**src/sv/sexp_pkg.sv**
```systemverilog
// Shared types and constants for the s-expression lexer.
`timescale 1ns / 1ps
`default_nettype none

package sexp_pkg;

   // Input item: one source byte or the end-of-input mark
   typedef struct packed {
      logic [7:0] data_byte;
      logic       end_of_input;
   } req_type;

   // Result item
   typedef struct packed {
      logic [3:0]         token_kind;
      logic               is_text_byte;
      logic [7:0]         text_byte;
      logic signed [63:0] int_value;
      logic               last;
   } rsp_type;

   // One result without its integer value
   typedef struct packed {
      logic [3:0] kind;
      logic       is_text;
      logic [7:0] text;
   } slot_type;

   localparam int unsigned MAX_RESULTS = 4;

   // All results of one input item; the integer value only ever rides in slot 0
   typedef struct packed {
      logic [1:0]                       last_idx;
      slot_type [MAX_RESULTS-1:0]       slots;
      logic [63:0]                      int_value;
   } bundle_type;

   // Token kinds
   localparam logic [3:0] KIND_SYMBOL  = 4'd0;
   localparam logic [3:0] KIND_INT     = 4'd1;
   localparam logic [3:0] KIND_REAL    = 4'd2;
   localparam logic [3:0] KIND_STRING  = 4'd3;
   localparam logic [3:0] KIND_CHAR    = 4'd4;
   localparam logic [3:0] KIND_OPENP   = 4'd5;
   localparam logic [3:0] KIND_CLOSEP  = 4'd6;
   localparam logic [3:0] KIND_OPENB   = 4'd7;
   localparam logic [3:0] KIND_CLOSEB  = 4'd8;
   localparam logic [3:0] KIND_QUOTE   = 4'd9;
   localparam logic [3:0] KIND_DOT     = 4'd10;
   localparam logic [3:0] KIND_END     = 4'd11;
   localparam logic [3:0] KIND_BADCHAR = 4'd12;

   // Characters
   localparam logic [7:0] CH_MINUS   = 8'h2D;
   localparam logic [7:0] CH_DOT     = 8'h2E;
   localparam logic [7:0] CH_OPENP   = 8'h28;
   localparam logic [7:0] CH_CLOSEP  = 8'h29;
   localparam logic [7:0] CH_OPENB   = 8'h5B;
   localparam logic [7:0] CH_CLOSEB  = 8'h5D;
   localparam logic [7:0] CH_HASH    = 8'h23;
   localparam logic [7:0] CH_SEMI    = 8'h3B;
   localparam logic [7:0] CH_DQUOTE  = 8'h22;
   localparam logic [7:0] CH_SQUOTE  = 8'h27;
   localparam logic [7:0] CH_BSLASH  = 8'h5C;
   localparam logic [7:0] CH_ZERO    = 8'h30;
   localparam logic [7:0] CH_NINE    = 8'h39;
   localparam logic [7:0] CH_NEWLINE = 8'h0A;

   // Integer magnitude limits
   localparam logic [63:0] MAG_LIMIT = 64'h8000_0000_0000_0000;
   localparam logic [63:0] POS_MAX   = 64'h7FFF_FFFF_FFFF_FFFF;

endpackage

`default_nettype wire

```
**src/sv/sexp_front.sv**
```systemverilog
// Front end: classifies each byte and builds the bundle of results it causes.
`timescale 1ns / 1ps
`default_nettype none

module sexp_front (
   input  wire logic                 clock,
   input  wire logic                 reset,
   input  wire logic                 req_valid,
   output logic                      req_stall,
   input  wire sexp_pkg::req_type    req,
   input  wire logic                 queue_full,
   output logic                      push,
   output sexp_pkg::bundle_type      push_data
);

   // Lexer modes
   localparam logic [3:0] M_IDLE    = 4'd0;
   localparam logic [3:0] M_MINUS   = 4'd1;
   localparam logic [3:0] M_DOT     = 4'd2;
   localparam logic [3:0] M_SYMBOL  = 4'd3;
   localparam logic [3:0] M_NUMBER  = 4'd4;
   localparam logic [3:0] M_STRING  = 4'd5;
   localparam logic [3:0] M_STRESC  = 4'd6;
   localparam logic [3:0] M_HASH    = 4'd7;
   localparam logic [3:0] M_HASHOK  = 4'd8;
   localparam logic [3:0] M_HASHBAD = 4'd9;
   localparam logic [3:0] M_COMMENT = 4'd10;

   function automatic logic is_digit(input logic [7:0] c);
      return (c >= sexp_pkg::CH_ZERO) && (c <= sexp_pkg::CH_NINE);
   endfunction

   function automatic logic is_alpha(input logic [7:0] c);
      return ((c >= 8'h61) && (c <= 8'h7A)) || ((c >= 8'h41) && (c <= 8'h5A));
   endfunction

   // Characters shared by symbol start and symbol continuation
   function automatic logic sym_punct(input logic [7:0] c);
      return (c == 8'h2B) || (c == 8'h2A) || (c == 8'h2F) || (c == 8'h25) ||
             (c == 8'h21) || (c == 8'h3F) || (c == 8'h26) || (c == 8'h5E) ||
             (c == 8'h7C) || (c == 8'h3C) || (c == 8'h3E) || (c == 8'h3D);
   endfunction

   function automatic logic sym_start(input logic [7:0] c);
      return is_alpha(c) || sym_punct(c) || (c == 8'h24);
   endfunction

   function automatic logic sym_more(input logic [7:0] c);
      return is_alpha(c) || is_digit(c) || sym_punct(c) ||
             (c == sexp_pkg::CH_BSLASH) || (c == sexp_pkg::CH_MINUS);
   endfunction

   function automatic sexp_pkg::slot_type mk(input logic [3:0] kind, input logic is_text,
                                             input logic [7:0] text);
      sexp_pkg::slot_type s;
      s.kind    = kind;
      s.is_text = is_text;
      s.text    = text;
      return s;
   endfunction

   logic [3:0]  mode_ff, mode_in;
   logic [63:0] acc_ff, acc_in;
   logic        neg_ff, neg_in;
   logic        dec_ff, dec_in;

   logic                                        accept;
   logic [7:0]                                  c;
   logic                                        do_idle;
   logic [2:0]                                  n;
   sexp_pkg::slot_type [sexp_pkg::MAX_RESULTS-1:0] slots;
   logic [63:0]                                 int_val;
   logic [67:0]                                 prod;
   logic                                        sat;
   logic [63:0]                                 acc_digit;
   logic [63:0]                                 num_val;

   assign req_stall = queue_full;
   assign accept    = req_valid && !queue_full;
   assign c         = req.data_byte;

   // Accumulate one decimal digit: acc * 10 + d, capped at 2^63
   assign prod      = ({4'd0, acc_ff} << 3) + ({4'd0, acc_ff} << 1) + {64'd0, c[3:0]};
   assign sat       = prod > {4'd0, sexp_pkg::MAG_LIMIT};
   assign acc_digit = sat ? sexp_pkg::MAG_LIMIT : prod[63:0];

   // Value of a completed integer, saturated to the signed range
   assign num_val = neg_ff ? (64'd0 - acc_ff) : (acc_ff[63] ? sexp_pkg::POS_MAX : acc_ff);

   // Step the lexer over one item
   always_comb begin
      mode_in = mode_ff;
      acc_in  = acc_ff;
      neg_in  = neg_ff;
      dec_in  = dec_ff;
      slots   = '0;
      n       = 3'd0;
      int_val = '0;
      do_idle = 1'b0;
      if (req.end_of_input) begin
         // Finish the pending token, then emit end
         unique case (mode_ff)
            M_MINUS: begin
               slots[n[1:0]] = mk(sexp_pkg::KIND_SYMBOL, 1'b1, sexp_pkg::CH_MINUS);
               n = n + 3'd1;
               slots[n[1:0]] = mk(sexp_pkg::KIND_SYMBOL, 1'b0, 8'd0);
               n = n + 3'd1;
            end
            M_DOT: begin
               if (neg_ff) begin
                  slots[n[1:0]] = mk(sexp_pkg::KIND_SYMBOL, 1'b1, sexp_pkg::CH_MINUS);
                  n = n + 3'd1;
                  slots[n[1:0]] = mk(sexp_pkg::KIND_SYMBOL, 1'b0, 8'd0);
                  n = n + 3'd1;
               end
               slots[n[1:0]] = mk(sexp_pkg::KIND_DOT, 1'b0, 8'd0);
               n = n + 3'd1;
            end
            M_SYMBOL: begin
               slots[n[1:0]] = mk(sexp_pkg::KIND_SYMBOL, 1'b0, 8'd0);
               n = n + 3'd1;
            end
            M_NUMBER: begin
               if (dec_ff) begin
                  slots[n[1:0]] = mk(sexp_pkg::KIND_REAL, 1'b0, 8'd0);
               end else begin
                  slots[n[1:0]] = mk(sexp_pkg::KIND_INT, 1'b0, 8'd0);
                  int_val = num_val;
               end
               n = n + 3'd1;
            end
            M_STRING, M_STRESC: begin
               slots[n[1:0]] = mk(sexp_pkg::KIND_STRING, 1'b0, 8'd0);
               n = n + 3'd1;
            end
            M_HASH, M_HASHOK, M_HASHBAD: begin
               slots[n[1:0]] = mk(sexp_pkg::KIND_BADCHAR, 1'b0, 8'd0);
               n = n + 3'd1;
            end
            default: begin
            end
         endcase
         slots[n[1:0]] = mk(sexp_pkg::KIND_END, 1'b0, 8'd0);
         n = n + 3'd1;
         mode_in = M_IDLE;
         acc_in  = '0;
         neg_in  = 1'b0;
         dec_in  = 1'b0;
      end else begin
         unique case (mode_ff)
            M_MINUS: begin
               if (is_digit(c)) begin
                  slots[n[1:0]] = mk(sexp_pkg::KIND_INT, 1'b1, sexp_pkg::CH_MINUS);
                  n = n + 3'd1;
                  slots[n[1:0]] = mk(sexp_pkg::KIND_INT, 1'b1, c);
                  n = n + 3'd1;
                  mode_in = M_NUMBER;
                  acc_in  = {60'd0, c[3:0]};
                  dec_in  = 1'b0;
                  neg_in  = 1'b1;
               end else if (sym_start(c)) begin
                  slots[n[1:0]] = mk(sexp_pkg::KIND_SYMBOL, 1'b1, sexp_pkg::CH_MINUS);
                  n = n + 3'd1;
                  slots[n[1:0]] = mk(sexp_pkg::KIND_SYMBOL, 1'b1, c);
                  n = n + 3'd1;
                  mode_in = M_SYMBOL;
               end else if (c == sexp_pkg::CH_DOT) begin
                  neg_in  = 1'b1;
                  mode_in = M_DOT;
               end else begin
                  slots[n[1:0]] = mk(sexp_pkg::KIND_SYMBOL, 1'b1, sexp_pkg::CH_MINUS);
                  n = n + 3'd1;
                  slots[n[1:0]] = mk(sexp_pkg::KIND_SYMBOL, 1'b0, 8'd0);
                  n = n + 3'd1;
                  do_idle = 1'b1;
               end
            end
            M_DOT: begin
               if (is_digit(c)) begin
                  if (neg_ff) begin
                     slots[n[1:0]] = mk(sexp_pkg::KIND_REAL, 1'b1, sexp_pkg::CH_MINUS);
                     n = n + 3'd1;
                  end
                  slots[n[1:0]] = mk(sexp_pkg::KIND_REAL, 1'b1, sexp_pkg::CH_DOT);
                  n = n + 3'd1;
                  slots[n[1:0]] = mk(sexp_pkg::KIND_REAL, 1'b1, c);
                  n = n + 3'd1;
                  mode_in = M_NUMBER;
                  dec_in  = 1'b1;
               end else begin
                  if (neg_ff) begin
                     slots[n[1:0]] = mk(sexp_pkg::KIND_SYMBOL, 1'b1, sexp_pkg::CH_MINUS);
                     n = n + 3'd1;
                     slots[n[1:0]] = mk(sexp_pkg::KIND_SYMBOL, 1'b0, 8'd0);
                     n = n + 3'd1;
                  end
                  slots[n[1:0]] = mk(sexp_pkg::KIND_DOT, 1'b0, 8'd0);
                  n = n + 3'd1;
                  do_idle = 1'b1;
               end
            end
            M_SYMBOL: begin
               if (sym_more(c)) begin
                  slots[n[1:0]] = mk(sexp_pkg::KIND_SYMBOL, 1'b1, c);
                  n = n + 3'd1;
               end else begin
                  slots[n[1:0]] = mk(sexp_pkg::KIND_SYMBOL, 1'b0, 8'd0);
                  n = n + 3'd1;
                  do_idle = 1'b1;
               end
            end
            M_NUMBER: begin
               if (is_digit(c)) begin
                  if (!dec_ff) begin
                     acc_in = acc_digit;
                  end
                  slots[n[1:0]] = mk(dec_ff ? sexp_pkg::KIND_REAL : sexp_pkg::KIND_INT, 1'b1, c);
                  n = n + 3'd1;
               end else if ((c == sexp_pkg::CH_DOT) && !dec_ff) begin
                  dec_in = 1'b1;
                  slots[n[1:0]] = mk(sexp_pkg::KIND_REAL, 1'b1, c);
                  n = n + 3'd1;
               end else begin
                  if (dec_ff) begin
                     slots[n[1:0]] = mk(sexp_pkg::KIND_REAL, 1'b0, 8'd0);
                  end else begin
                     slots[n[1:0]] = mk(sexp_pkg::KIND_INT, 1'b0, 8'd0);
                     int_val = num_val;
                  end
                  n = n + 3'd1;
                  do_idle = 1'b1;
               end
            end
            M_STRING: begin
               if (c == sexp_pkg::CH_DQUOTE) begin
                  slots[n[1:0]] = mk(sexp_pkg::KIND_STRING, 1'b0, 8'd0);
                  n = n + 3'd1;
                  mode_in = M_IDLE;
               end else if (c == sexp_pkg::CH_BSLASH) begin
                  mode_in = M_STRESC;
               end else begin
                  slots[n[1:0]] = mk(sexp_pkg::KIND_STRING, 1'b1, c);
                  n = n + 3'd1;
               end
            end
            M_STRESC: begin
               slots[n[1:0]] = mk(sexp_pkg::KIND_STRING, 1'b1, c);
               n = n + 3'd1;
               mode_in = M_STRING;
            end
            M_HASH: begin
               mode_in = (c == sexp_pkg::CH_BSLASH) ? M_HASHOK : M_HASHBAD;
            end
            M_HASHOK: begin
               slots[n[1:0]] = mk(sexp_pkg::KIND_CHAR, 1'b0, c);
               n = n + 3'd1;
               mode_in = M_IDLE;
            end
            M_HASHBAD: begin
               slots[n[1:0]] = mk(sexp_pkg::KIND_BADCHAR, 1'b0, c);
               n = n + 3'd1;
               mode_in = M_IDLE;
            end
            M_COMMENT: begin
               if (c == sexp_pkg::CH_NEWLINE) begin
                  mode_in = M_IDLE;
               end
            end
            default: begin
               do_idle = 1'b1;
            end
         endcase

         // Start a fresh token from this byte
         if (do_idle) begin
            neg_in  = 1'b0;
            dec_in  = 1'b0;
            acc_in  = '0;
            mode_in = M_IDLE;
            if (c == sexp_pkg::CH_MINUS) begin
               mode_in = M_MINUS;
            end else if (c == sexp_pkg::CH_DOT) begin
               mode_in = M_DOT;
            end else if (is_digit(c)) begin
               mode_in = M_NUMBER;
               acc_in  = {60'd0, c[3:0]};
               slots[n[1:0]] = mk(sexp_pkg::KIND_INT, 1'b1, c);
               n = n + 3'd1;
            end else if (sym_start(c)) begin
               mode_in = M_SYMBOL;
               slots[n[1:0]] = mk(sexp_pkg::KIND_SYMBOL, 1'b1, c);
               n = n + 3'd1;
            end else if (c == sexp_pkg::CH_OPENP) begin
               slots[n[1:0]] = mk(sexp_pkg::KIND_OPENP, 1'b0, 8'd0);
               n = n + 3'd1;
            end else if (c == sexp_pkg::CH_CLOSEP) begin
               slots[n[1:0]] = mk(sexp_pkg::KIND_CLOSEP, 1'b0, 8'd0);
               n = n + 3'd1;
            end else if (c == sexp_pkg::CH_OPENB) begin
               slots[n[1:0]] = mk(sexp_pkg::KIND_OPENB, 1'b0, 8'd0);
               n = n + 3'd1;
            end else if (c == sexp_pkg::CH_CLOSEB) begin
               slots[n[1:0]] = mk(sexp_pkg::KIND_CLOSEB, 1'b0, 8'd0);
               n = n + 3'd1;
            end else if (c == sexp_pkg::CH_SQUOTE) begin
               slots[n[1:0]] = mk(sexp_pkg::KIND_QUOTE, 1'b0, 8'd0);
               n = n + 3'd1;
            end else if (c == sexp_pkg::CH_DQUOTE) begin
               mode_in = M_STRING;
            end else if (c == sexp_pkg::CH_HASH) begin
               mode_in = M_HASH;
            end else if (c == sexp_pkg::CH_SEMI) begin
               mode_in = M_COMMENT;
            end
         end
      end
   end

   // Hand the bundle to the queue when the item caused any result
   assign push                = accept && (n != 3'd0);
   assign push_data.last_idx  = 2'(n - 3'd1);
   assign push_data.slots     = slots;
   assign push_data.int_value = int_val;

   // Commit lexer state on each accepted item
   always_ff @(posedge clock) begin
      if (reset) begin
         mode_ff <= M_IDLE;
         acc_ff  <= '0;
         neg_ff  <= 1'b0;
         dec_ff  <= 1'b0;
      end else if (accept) begin
         mode_ff <= mode_in;
         acc_ff  <= acc_in;
         neg_ff  <= neg_in;
         dec_ff  <= dec_in;
      end
   end

endmodule

`default_nettype wire

```
**src/sv/sexp_queue.sv**
```systemverilog
// Short queue of result bundles between the front and back ends.
`timescale 1ns / 1ps
`default_nettype none

module sexp_queue #(
   parameter int unsigned DEPTH = 4
) (
   input  wire logic                  clock,
   input  wire logic                  reset,
   input  wire logic                  push,
   input  wire sexp_pkg::bundle_type  push_data,
   input  wire logic                  pop,
   output sexp_pkg::bundle_type       head,
   output logic                       full,
   output logic                       empty
);

   localparam int unsigned PTR_W = (DEPTH > 1) ? $clog2(DEPTH) : 1;
   localparam int unsigned CNT_W = $clog2(DEPTH + 1);

   sexp_pkg::bundle_type mem_ff [DEPTH];
   logic [PTR_W-1:0]     wr_ptr_ff, wr_ptr_in;
   logic [PTR_W-1:0]     rd_ptr_ff, rd_ptr_in;
   logic [CNT_W-1:0]     count_ff, count_in;
   logic                 do_push, do_pop;

   assign full    = (count_ff == CNT_W'(DEPTH));
   assign empty   = (count_ff == '0);
   assign do_push = push && !full;
   assign do_pop  = pop && !empty;
   assign head    = mem_ff[rd_ptr_ff];

   // Advance pointers with wrap at the depth
   always_comb begin
      wr_ptr_in = wr_ptr_ff;
      rd_ptr_in = rd_ptr_ff;
      count_in  = count_ff;
      if (do_push) begin
         wr_ptr_in = (wr_ptr_ff == PTR_W'(DEPTH - 1)) ? '0 : wr_ptr_ff + PTR_W'(1);
      end
      if (do_pop) begin
         rd_ptr_in = (rd_ptr_ff == PTR_W'(DEPTH - 1)) ? '0 : rd_ptr_ff + PTR_W'(1);
      end
      if (do_push && !do_pop) begin
         count_in = count_ff + CNT_W'(1);
      end else if (do_pop && !do_push) begin
         count_in = count_ff - CNT_W'(1);
      end
   end

   always_ff @(posedge clock) begin
      if (reset) begin
         wr_ptr_ff <= '0;
         rd_ptr_ff <= '0;
         count_ff  <= '0;
      end else begin
         wr_ptr_ff <= wr_ptr_in;
         rd_ptr_ff <= rd_ptr_in;
         count_ff  <= count_in;
      end
   end

   // Store bundle payload
   always_ff @(posedge clock) begin
      if (do_push) begin
         mem_ff[wr_ptr_ff] <= push_data;
      end
   end

endmodule

`default_nettype wire

```
**src/sv/sexp_back.sv**
```systemverilog
// Back end: unpacks queued bundles into one registered result item per cycle while the output is not stalled.
`timescale 1ns / 1ps
`default_nettype none

module sexp_back (
   input  wire logic                  clock,
   input  wire logic                  reset,
   input  wire sexp_pkg::bundle_type  head,
   input  wire logic                  empty,
   output logic                       pop,
   output logic                       rsp_valid,
   input  wire logic                  rsp_stall,
   output sexp_pkg::rsp_type          rsp
);

   logic [1:0]          slot_ff, slot_in;
   logic                valid_ff, valid_in;
   sexp_pkg::rsp_type   rsp_ff, rsp_in;
   logic                load;
   logic                is_last;
   sexp_pkg::slot_type  sel;

   assign load    = !empty && (!valid_ff || !rsp_stall);
   assign sel     = head.slots[slot_ff];
   assign is_last = (slot_ff == head.last_idx);
   assign pop     = load && is_last;

   // Pick the next result of the head bundle
   always_comb begin
      rsp_in.token_kind   = sel.kind;
      rsp_in.is_text_byte = sel.is_text;
      rsp_in.text_byte    = sel.text;
      rsp_in.int_value    = (slot_ff == 2'd0) ? $signed(head.int_value) : 64'sd0;
      rsp_in.last         = is_last;
      slot_in             = slot_ff;
      valid_in            = valid_ff;
      if (load) begin
         slot_in  = is_last ? 2'd0 : slot_ff + 2'd1;
         valid_in = 1'b1;
      end else if (!rsp_stall) begin
         valid_in = 1'b0;
      end
   end

   always_ff @(posedge clock) begin
      if (reset) begin
         slot_ff  <= 2'd0;
         valid_ff <= 1'b0;
      end else begin
         slot_ff  <= slot_in;
         valid_ff <= valid_in;
      end
   end

   // Hold the output item until it is taken
   always_ff @(posedge clock) begin
      if (load) begin
         rsp_ff <= rsp_in;
      end
   end

   assign rsp_valid = valid_ff;
   assign rsp       = rsp_ff;

endmodule

`default_nettype wire

```
**src/sv/s_expression_lexer.sv**
```systemverilog
// Top level of the streaming s-expression lexer.
// The results of an item pass through the bundle queue and then the output register.
// Throughput: one item per cycle while the bundle queue is not full; an item that causes
// k results yields k output items, so the result port (one result per cycle while not
// stalled) sets the sustained rate. Items that cause no result never reach the queue.
// Reset clears the lexer mode, number state, bundle queue and output valid.
`timescale 1ns / 1ps
`default_nettype none

module s_expression_lexer #(
   parameter int unsigned QUEUE_DEPTH = 4
) (
   input  wire logic               clock,
   input  wire logic               reset,
   input  wire logic               req_valid,
   output logic                    req_stall,
   input  wire sexp_pkg::req_type  req,
   output logic                    rsp_valid,
   input  wire logic               rsp_stall,
   output sexp_pkg::rsp_type       rsp
);

   logic                 push;
   sexp_pkg::bundle_type push_data;
   logic                 pop;
   sexp_pkg::bundle_type head;
   logic                 full;
   logic                 empty;

   sexp_front u_front (
      .clock      (clock),
      .reset      (reset),
      .req_valid  (req_valid),
      .req_stall  (req_stall),
      .req        (req),
      .queue_full (full),
      .push       (push),
      .push_data  (push_data)
   );

   sexp_queue #(
      .DEPTH (QUEUE_DEPTH)
   ) u_queue (
      .clock     (clock),
      .reset     (reset),
      .push      (push),
      .push_data (push_data),
      .pop       (pop),
      .head      (head),
      .full      (full),
      .empty     (empty)
   );

   sexp_back u_back (
      .clock     (clock),
      .reset     (reset),
      .head      (head),
      .empty     (empty),
      .pop       (pop),
      .rsp_valid (rsp_valid),
      .rsp_stall (rsp_stall),
      .rsp       (rsp)
   );

endmodule

`default_nettype wire
```
**config.mk**
```make
export PLATFORM = sky130hd
export DESIGN_NAME = s_expression_lexer
export DESIGN_NICKNAME = d
export VERILOG_FILES = /design/src/sv/sexp_pkg.sv /design/src/sv/sexp_front.sv /design/src/sv/sexp_queue.sv /design/src/sv/sexp_back.sv /design/src/sv/s_expression_lexer.sv
export SDC_FILE = /design/constraint.sdc
export NUM_CORES = 1
export LEC_CHECK = 0
export BUFFER_PORTS_ARGS = -buffer_cell sky130_fd_sc_hd__clkbuf_2
export CORE_UTILIZATION = 35
export DETAILED_ROUTE_END_ITERATION = 7
export PLACE_DENSITY = 0.51
export SYNTH_ARGS = -nofsm -noshare
export SYNTH_HDL_FRONTEND = slang
export SYNTH_SLANG_ARGS = --single-unit
```
**constraint.sdc**
```tcl
create_clock -name clock -period 8.8 [get_ports clock]
set_input_delay 0.44 -clock clock [delete_from_list [all_inputs] [get_ports clock]]
set_output_delay 0.44 -clock clock [all_outputs]
set_load 0.02 [all_outputs]
```
# [After elaboration in Yosys (flattened, before gate mapping)]
# Memories as Yosys holds them, arrays and structs flattened. A register that Yosys moved wholly into a read port is not among the register bits.
# Cells that the tools add are included.
# W data, S select, Z words.
[totals] inputBits=13 ram_bits=472 memories=1 reg_bits=158 out_inout_bits=80
[mem_list] name="u_queue.mem_ff" depth=4 word_bits=118 rd=1 rd_clocked_by_memory_dff=1 write_ports=1 line_no="sexp_queue.sv:21" text="sexp_pkg::bundle_type mem_ff [DEPTH];"
[classes] addsub=15 reduce_logical=63 n_eq_ne=50 muxes=166 n_bitwise=27 magnitude_cmp=20
[op_table] op="$mux W64" count=15
[op_table] op="$mux W52" count=12
[op_table] op="$mux W26" count=10
[op_table] op="$mux W13" count=18
[op_table] op="$not A44 Y44" count=5
[op_table] op="$bwmux W52" count=3
[op_table] op="$demux W13 S2" count=6
[op_table] op="$eq A8 B6 Y1 const B" count=19
[op_table] op="$and A44 B44 Y44" count=3
[op_table] op="$pmux W64 S2" count=1
[op_table] op="$pmux W13 S8" count=1
[op_table] op="$and A22 B44 Y44" count=2
[op_table] op="$mux W4" count=22
[op_table] op="$mux W3" count=27
[op_table] op="$and A40 B40 Y40" count=2
[op_table] op="$not A40 Y40" count=2
[op_table] op="$add A67 B65 Y68" count=1
[op_table] op="$add A68 B4 Y68" count=1
[op_table] op="$gt A68 B64 Y1 const B" count=1
[op_table] op="$pmux W13 S5" count=1
[op_table] op="$sub A1 B64 Y64 const A" count=1
[op_table] op="$mux W63" count=1
[op_table] op="$and A48 B48 Y48" count=1
[op_table] op="$not A48 Y48" count=1
[op_table] op="other kinds (61)" count=185

# [Longest topological paths before layout]
# Gate-level depths: netlist (run 1).
[depth] word_depth=37 mapped_depth=21 ltp_nobuf=19

# [By module]
# A second synthesis (run 1) with hierarchy kept.
[unflattened] hier_cells=2664 hier_area_um2=33004.2
[by_module_without_submodules] module="sexp_queue" cells_each=666 seq_area_each_um2=14353.8 area_per_inst_um2=17453.0 n_inst=1
[by_module_without_submodules] module="sexp_front" cells_each=1815 seq_area_each_um2=1401.3 area_per_inst_um2=12276.8 n_inst=1
[by_module_without_submodules] module="sexp_back" cells_each=183 seq_area_each_um2=2402.3 area_per_inst_um2=3274.4 n_inst=1

# [Least setup slack after synthesis (run 1)]
# Ideal clock, no wire load.
[synth_timing] path_kind="input to register" from="input req[1] in the netlist's numbering" to="memory u_queue.mem_ff[0][0] in the netlist's numbering (enable)" n_path_buf=1 required_time_ps=8309 arrival_ps=6142 setup_time_ps=491 slack_ps=2167 stages=14 cell_sequence="or4_1 -> a21o_1 -> a31oi_1 -> o221ai_1 -> a311oi_2 -> a221o_1 -> buf_2 -> nand3_1 -> nor2_1 -> xnor2_1 -> o21ai_0 -> ha_1 -> a31oi_2 -> and2_1"
[synth_via] elab_chain_len=35 elab_cells_between_ends=84 cone_classes="add/sub: 1; order compare: 6; eq/ne: 22; mux: 30; reduce/logical: 25"
[synth_lines] element="from (decl)" line_no="s_expression_lexer.sv:17" text="input wire sexp_pkg::req_type req,"
[synth_lines] element="$eq A8 B6 Y1" line_no="sexp_front.sv:39" text="return (c == 8'h2B) || (c == 8'h2A) || (c == 8'h2F) || (c == 8'h25) ||"
[synth_lines] element="$logic_or A1 B1 Y1 (4 in a row)" line_no="sexp_front.sv:39"
[synth_lines] element="$logic_or A1 B1 Y1 (4 in a row)" line_no="sexp_front.sv:40" text="(c == 8'h21) || (c == 8'h3F) || (c == 8'h26) || (c == 8'h5E) ||"
[synth_lines] element="$logic_or A1 B1 Y1 (3 in a row)" line_no="sexp_front.sv:41" text="(c == 8'h7C) || (c == 8'h3C) || (c == 8'h3E) || (c == 8'h3D);"
[synth_lines] element="$logic_or A1 B1 Y1 (2 in a row)" line_no="sexp_front.sv:45" text="return is_alpha(c) || sym_punct(c) || (c == 8'h24);"
[synth_lines] element="$mux W3" line_no="sexp_front.sv:161" text="end else if (sym_start(c)) begin"
[synth_lines] element="$mux W3" line_no="sexp_front.sv:152" text="if (is_digit(c)) begin"
[synth_lines] element="$pmux W3 S4" line_no="sexp_front.sv:150" text="unique case (mode_ff)"
[synth_lines] element="(+11 left out)"
[synth_lines] element="$mux W3 (*)" line_no="sexp_front.sv:275" text="if (do_idle) begin"
[synth_lines] element="$mux W3 (*)" line_no="sexp_front.sv:100" text="if (req.end_of_input) begin"
[synth_lines] element="$reduce_bool A3 Y1 (*)" line_no="sexp_front.sv:320" text="assign push = accept && (n != 3'd0);"
[synth_lines] element="$logic_and A1 B1 Y1 (*)" line_no="sexp_front.sv:320"
[synth_lines] element="$logic_and A1 B1 Y1 (*)" line_no="sexp_queue.sv:29" text="assign do_push = push && !full;"
[synth_lines] element="named net u_queue.do_push" line_no="sexp_queue.sv:25" text="logic do_push, do_pop;"
[synth_lines] element="$mux W1 (*)" line_no="sexp_queue.sv:65" text="if (do_push) begin"
[synth_lines] element="$mux W1 (not written as such) (*)" line_no="sexp_queue.sv:66" text="mem_ff[wr_ptr_ff] <= push_data;"
[synth_lines] element="to (decl)" line_no="sexp_queue.sv:21"
# Mark *: on every way through the listed nets, which the timed path passes. The rest lies on a longest branch. The select of a mux whose other input is x is not followed.

# [Worst setup path after layout (run 1)]
[layout_timing] from="input req[3] in the netlist's numbering" to="memory u_queue.mem_ff[0][34] in the netlist's numbering (enable)"
# Same word-level chain as after synthesis.

==> key figures, run 1 <==
Global route
  • GR Util met3: 0.0243
  • Vias in the first global route: 22100
  • Global-route wire length before repair: 141 mm
  • Gr ovfl total: 0
  • GR met1 Demand/Resource: 0.275
  • GRT Util Overall: 0.196
  • Largest net degree at the start of global routing: 89
  • Initial antenna violation count: 2
  • GR peak layer: met2
  • Grt met2 use: 0.318

Clock tree
  • Post-cts repair resize count: 0
  • Setup bufs post-CTS: 0
  • Root Buffer: clkbuf_16
  • Reg clk slew, reported paths: 0.06 ns
  • H-tree depth: 3
  • CTS Sinks: 632
  • CTS buffer count: 72
  • CTS tree: done
  • Maximum clock path buffer count: 3
  • Post-CTS Hold Fix Bufs: 0
  • Clk Latency, worst-skew pair: between 0.6 and 0.7 ns

Routing
  • DRC: 0
  • DR WL/cell: 23.3 um
  • Vias/cell: 5.67
  • WL final: slightly above 90 mm
  • TritonRoute pass-1 iters: 6
  • Starting DRT DRC Count: approximately 2100
  • Routed vias: 22400
  • Antenna-violating nets left: 0

Setup path
  • CP endpoint kind: register
  • R2R cell count: 15
  • CP Max Fanout: 60
  • Cells along the critical path: clkbuf_2 -> or4_1 -> a21o_1 -> a31oi_1 -> o221ai_1 -> a311oi_2 -> a221o_1 -> nand3_1 -> nor2_1 -> xnor2_1 -> o21ai_0 -> ha_1 -> a31oi_2 -> and2_4 -> buf_12
  • Arrival time worst endpoint: slightly above 6 ns
  • Worst setup SP type: primary input
  • Worst Setup Path Type: primary input to register
  • WP data required: slightly above 9 ns
  • CP peak stage delay: 0.93 ns
  • Crit-path slowest cell: and2_4

Yosys
  • Synth Warn #: 0
  • Avg Inst Size Synth: ~13 um2
  • Synth Instances: ~2600
  • Post-synth EDFFs: 550
  • Top_reg_cell synth: edfxtp_1
  • Flop and latch count out of synthesis: approximately 630
  • Post-synthesis cell area: around 0.033 mm2
  • Ys async rst share: 0
  • Seq/Total Area, Yosys: 0.558
  • Yosys cell types: about 100

Place
  • GP Congestion: a little over 0.9
  • DPL Wire Length: 63.9 mm
  • Cell Area, Placed: ~0.034 mm2
  • Post-place setup slack: around 2.4 ns
  • Port bufs: 92

Timing
  • Clock skew: 0.0291 ns
  • Slew HR: 0.117
  • Final worst-path cycle share: 0.656
  • Worst slew pin tran: between 1 and 1.5 ns
  • Pins Over Slew Limit: 0
  • Setup violators final: 0
  • Setup_tns: 0 ns
  • RSZ-0062 raised after global routing: no
  • Fin crit period: 5.77 ns
  • FMAX: roughly 170 MHz
  • Final Hold Viols: 0
  • Final worst slack: just over 3 ns

Finish
  • P&R area growth vs syn: 12.3%
  • Most common cell after layout, fill and taps aside: edfxtp_1
  • Filler Cell Count: between 8000 and 9000
  • Storage cell area: 0.0182 mm2
  • Design area: 0.0366 mm2
  • Multi-input gate area: ~0.014 mm2
  • Layout cells sized above 1: 0.149
  • Most frequent cells in the layout: edfxtp_1, nor2_1, nand2_1
  • Total Nets Final: roughly 2800

Status
  • Outcome: completed

Hold path
  • Worst Hold Class: primary input to register
  • Hold path cells: 3

Floorplan
  • Std-Cell Rows: about 110
  • I/O Pins: 93
  • Core area: roughly 0.092 mm2
  • Die Ht: 307 um
  • Die ar.: 0.0943 mm2
  • Starting Density: 0.354
  • Die W: 307 um

Job
  • Max Cap Violations: 0

Power
  • Peak VDD IR: 0.210 mV
  • Power per standard cell area: around 240 mW/mm2
  • Static Leakage: around 0.013 uW
path summary, 6_finish.rpt:
kind	from	end	slack (ns)
worst max-delay path	req[3]	u_queue.mem_ff[0][34]	3.03
worst min-delay path	rsp_stall	u_back.rsp_valid	0.07
worst max register to register	u_front.acc_ff[0]	u_front.acc_ff[28]	3.13
worst min register to register	u_back.rsp_valid	u_back.rsp_valid	0.48
flip-flops by register name (all words and copies together), names as in the netlist, named ones only:
signal             cells
u_back.rsp            78
u_front.mode_ff        4
u_back.slot_ff         2
u_queue.count_ff       3
u_back.rsp_valid       1
u_queue.mem_ff       472
u_queue.rd_ptr_ff      2
u_front.neg_ff         1
u_front.dec_ff         1
u_queue.wr_ptr_ff      2
u_front.acc_ff        64
power by group:
part           total, uW  leakage (uW)  switching (uW)  internal [uW]
Clock               2900       0.00110            1190           1710
Sequential          3930       0.00616             170           3760
Combinational       1800       0.00620            1090            706
synthesized netlist by cell type (28+ instances only):
| cell type | count | area share |
|---|---|---|
| a31oi_1 | 34 | 0.0065 |
| a22o_1 | 61 | 0.016 |
| nand4_1 | 34 | 0.0065 |
| nor2_1 | 241 | 0.028 |
| or3_1 | 28 | 0.0054 |
| nand3_1 | 33 | 0.0051 |
| a21oi_1 | 161 | 0.025 |
| edfxtp_1 | 550 | 0.51 |
| mux4_2 | 131 | 0.091 |
| and2_1 | 97 | 0.019 |
| clkbuf_1 | 107 | 0.012 |
| a311oi_1 | 43 | 0.012 |
| inv_1 | 47 | 0.0054 |
| o21ai_0 | 101 | 0.016 |
| dfxtp_1 | 82 | 0.050 |
| a21o_1 | 34 | 0.0078 |
| nand2_1 | 182 | 0.021 |
| ha_1 | 141 | 0.054 |
| nor3_1 | 71 | 0.011 |
cell families after synthesis:
family	synth area share
adder cells (fa/ha/maj)	0.0560
XOR/XNOR	0.0116
other	0.000115
multiplexers	0.0956
AND/OR/NAND/NOR	0.126
AO/OA/AOI/OAI	0.129
buffers and inverters	0.0235
flip-flops	0.558
final cells by class:
type                            count  area share
Sequential cell                   632       0.497
Multi-Input combinational cell   1787       0.375
Timing Repair Buffer              115      0.0187
Clock inverter                     33     0.00879
Inverter                           48     0.00499
Clock buffer                       94      0.0532
Antenna cell                        1   0.0000684
Tap cell                         1243      0.0425
per-stage QoR:
stage          utilization  hold slack (ns)  std cells  total power [uW]
6_report             0.398           0.0701       3953              8630
5_1_grt              0.398           0.0625       3952              9020
4_1_cts              0.398           0.0345       3952              8770
3_5_place_dp         0.373            0.468       3825              5850
3_3_place_gp         0.373            0.457       3825              5830
2_1_floorplan            -            0.463       2609              5240
per-layer routing:
layer  vias to the layer above  routed length (um)
met5                         -                   0
met4                         0                1730
met3                       101                4470
met2                       638               43700
met1                     11300               42200
li1                      10300                   -
worst max-delay path, delay by kind of cell:
family                     cells  cell delay (ns)
adders and majority gates      1             0.31
buffers and inverters          2             0.75
AOI/OAI and AO/OA              7             1.97
xor gates and xnor gates       1             0.15
and+or+nand+nor                4             2.27
Power figures use the tool's default switching activity.
==> inputs of run 2 (changes only) <==
- clock period: 8.8 -> 5.6 ns (I/O delays scaled with it)
==> run 2 against run 1 <==
Die area unchanged; via count increased by 0.81%; total power increased by 56%; critical path depth unchanged; wire length increased by 2.4%; register-to-register slack got worse by 2.9 ns; clock power increased by 51%; sequential share of layout area decreased by 0.80 points; worst setup slack got worse by 2.8 ns; hold slack improved by 0.053 ns; critical path type is now register to register; critical endpoint is now u_front.acc_ff[7]; largest cell class unchanged.
==> key figures, run 2 (synthesis results as in run 1) <==
Power
  • Static Leakage: 0.0138 uW (+2.8%)
  • Power per standard cell area: 362 mW/mm2 (+53%)
  • Peak VDD IR: 0.205 mV (-2.0%)

Floorplan
  • I/O Pins: 93 (unchanged)
  • Die Ht: 307 um (unchanged)
  • Std-Cell Rows: 111 (unchanged)
  • Core area: 0.0919 mm2 (unchanged)
  • Die W: 307 um (unchanged)
  • Starting Density: 0.354 (unchanged)
  • Die ar.: 0.0943 mm2 (unchanged)

Clock tree
  • Setup bufs post-CTS: 0 (unchanged)
  • Maximum clock path buffer count: 3 (unchanged)
  • CTS tree: done
  • Clk Latency, worst-skew pair: 0.63 ns (about the same)
  • H-tree depth: 3 (unchanged)
  • Reg clk slew, reported paths: 0.06 ns (about the same)
  • Post-cts repair resize count: 0 (unchanged)
  • Post-CTS Hold Fix Bufs: 1 (+1)
  • Root Buffer: clkbuf_16
  • CTS buffer count: 68 (-5.6%)
  • CTS Sinks: 632 (unchanged)

Global route
  • Initial antenna violation count: 2 (unchanged)
  • GR Util met3: 0.0264 (+0.00214)
  • Largest net degree at the start of global routing: 67 (-25%)
  • Global-route wire length before repair: 144 mm (+2.6%)
  • GR met1 Demand/Resource: 0.274 (-0.00109)
  • GRT Util Overall: 0.201 (+0.00518)
  • GR peak layer: met2
  • Vias in the first global route: 22900 (+3.7%)
  • Grt met2 use: 0.336 (+0.0183)
  • Gr ovfl total: 0 (unchanged)

Setup path
  • CP endpoint kind: register
  • CP Max Fanout: 52 (-13%)
  • Worst setup SP type: register
  • WP data required: 6.16 ns (-2.90 ns)
  • WP buf/inv: 1 (-1)
  • Crit-path slowest cell: ha_1
  • CP peak stage delay: 0.53 ns (-0.40 ns)
  • Reg-to-reg endpoint: u_front.acc_ff[7]
  • Cells along the critical path: ha_1 -> ha_1 -> nand2_1 -> nor2_1 -> nand4_1 -> nor3_1 -> o22ai_1 -> a31oi_1 -> xnor2_1 -> or4b_1 -> nor4_1 -> a31oi_1 -> nor4_4 -> buf_12 -> a22o_1
  • CP top delay family: simple AND/OR/NAND/NOR gates
  • Arrival time worst endpoint: 5.89 ns (-0.14 ns)
  • R2R cell count: 15 (unchanged)
  • Worst Setup Path Type: register to register
  • R2R Setup Slk: 0.27 ns (-2.86 ns)
  • R2r startpoint: u_front.acc_ff[35]

Timing
  • Setup violators final: 0 (unchanged)
  • Setup_tns: 0 ns (unchanged)
  • Worst slew pin tran: 1.10 ns (-0.218 ns)
  • Slew HR: 0.269 (+0.152)
  • Fin crit period: approximately 5.3 ns
  • RSZ-0062 raised after global routing: no
  • Final worst-path cycle share: 0.952
  • Pins Over Slew Limit: 0 (unchanged)
  • FMAX: roughly 190 MHz
  • Clock skew: 0.0153 ns (-0.0138 ns)
  • Final Hold Viols: 0 (unchanged)

Routing
  • DR WL/cell: 23.4 um (+0.53%)
  • WL final: 94.3 mm (+2.4%)
  • Vias/cell: 5.61 (-1.1%)
  • DRC: 0 (unchanged)
  • Antenna-violating nets left: 0 (unchanged)
  • Starting DRT DRC Count: 2122 (+1.9%)
  • TritonRoute pass-1 iters: 6 (unchanged)
  • Routed vias: 22600 (+0.81%)

Place
  • Port bufs: 92 (unchanged)
  • Cell Area, Placed: 0.0350 mm2 (+2.0%)
  • GP Congestion: 0.921 (+0.79%)
  • DPL Wire Length: 67.1 mm (+5.0%)

Job
  • Max Cap Violations: 0 (unchanged)

Hold path
  • Hold path cells: 3 (unchanged)
  • Worst Hold Class: primary input to register
  • Hold Crit Start: reset
  • WHS Endpoint: u_back.slot_ff[0]

Finish
  • Most frequent cells in the layout: edfxtp_1, nor2_1, nand2_1
  • Diode count: 0 (-1)
  • Most common cell after layout, fill and taps aside: edfxtp_1
  • Filler Cell Count: 8696 (-0.023%)
  • P&R area growth vs syn: 14.2%
  • Total Nets Final: 2888 (+2.7%)
  • Design area: 0.0372 mm2 (+1.6%)
  • Biggest register: u_queue.mem_ff
  • Max reg flops: 472 (unchanged)
  • Layout cells sized above 1: 0.172 (+0.0232)

Status
  • Outcome: completed
-- run 2: power by group --
group	total [uW]	switching [uW]	internal, uW
Clock	4390	1920	2470
Combinational	2890	1750	1140
Sequential	6160	259	5900
Total	13400	3920	9520
-- run 2: final cells by class --
| class | instances | area [um2] | share of cell area |
|---|---|---|---|
| clock buffer | 88 | 1820 | 0.0489 |
| clock inverter | 36 | 355 | 0.00956 |
| inverter | 48 | 183 | 0.00491 |
| multi-input combinational | 1787 | 13700 | 0.369 |
| sequential | 632 | 18200 | 0.489 |
| tap | 1243 | 1560 | 0.0418 |
| timing repair buffer | 194 | 1380 | 0.0371 |
-- run 2: how the worst max path moves through the flow --
stage	from	endpoint	slack, ns	depth (start not counted)
after CTS	u_front.acc_ff[22]	u_front.acc_ff[33]	0.39	15
after global routing	u_front.acc_ff[0]	u_front.acc_ff[37]	0.06	16
after global placement	req[4]	u_front.acc_ff[23]	0.42	17
after detailed placement	req[4]	u_front.acc_ff[29]	0.28	17
final	u_front.acc_ff[35]	u_front.acc_ff[7]	0.27	15
after floorplan	req[1]	u_queue.mem_ff[0][0]	0.42	14
-- run 2: per-stage QoR --
stage,hold slack [ns],worst slack [ns],power [uW],util,instances
CTS,0.0914,0.388,13700,0.404,4028
global route,0.127,0.0559,14100,0.404,4028
floorplan,0.425,0.424,8210,-,2609
finish,0.123,0.269,13400,0.404,4028
global placement,0.456,0.424,9220,0.381,3903
detailed placement,0.463,0.282,9250,0.381,3903
-- run 2: tightest hold or removal path: stages --
cell and delay, ns:
clkbuf_2 0.08, buf_4 0.22, nor2_1 0.12
-- run 2: layer usage --
layer	vias to the layer above	share of wire
met5	-	0
met3	111	0.043
met2	553	0.48
li1	10500	-
met1	11500	0.46
met4	0	0.019
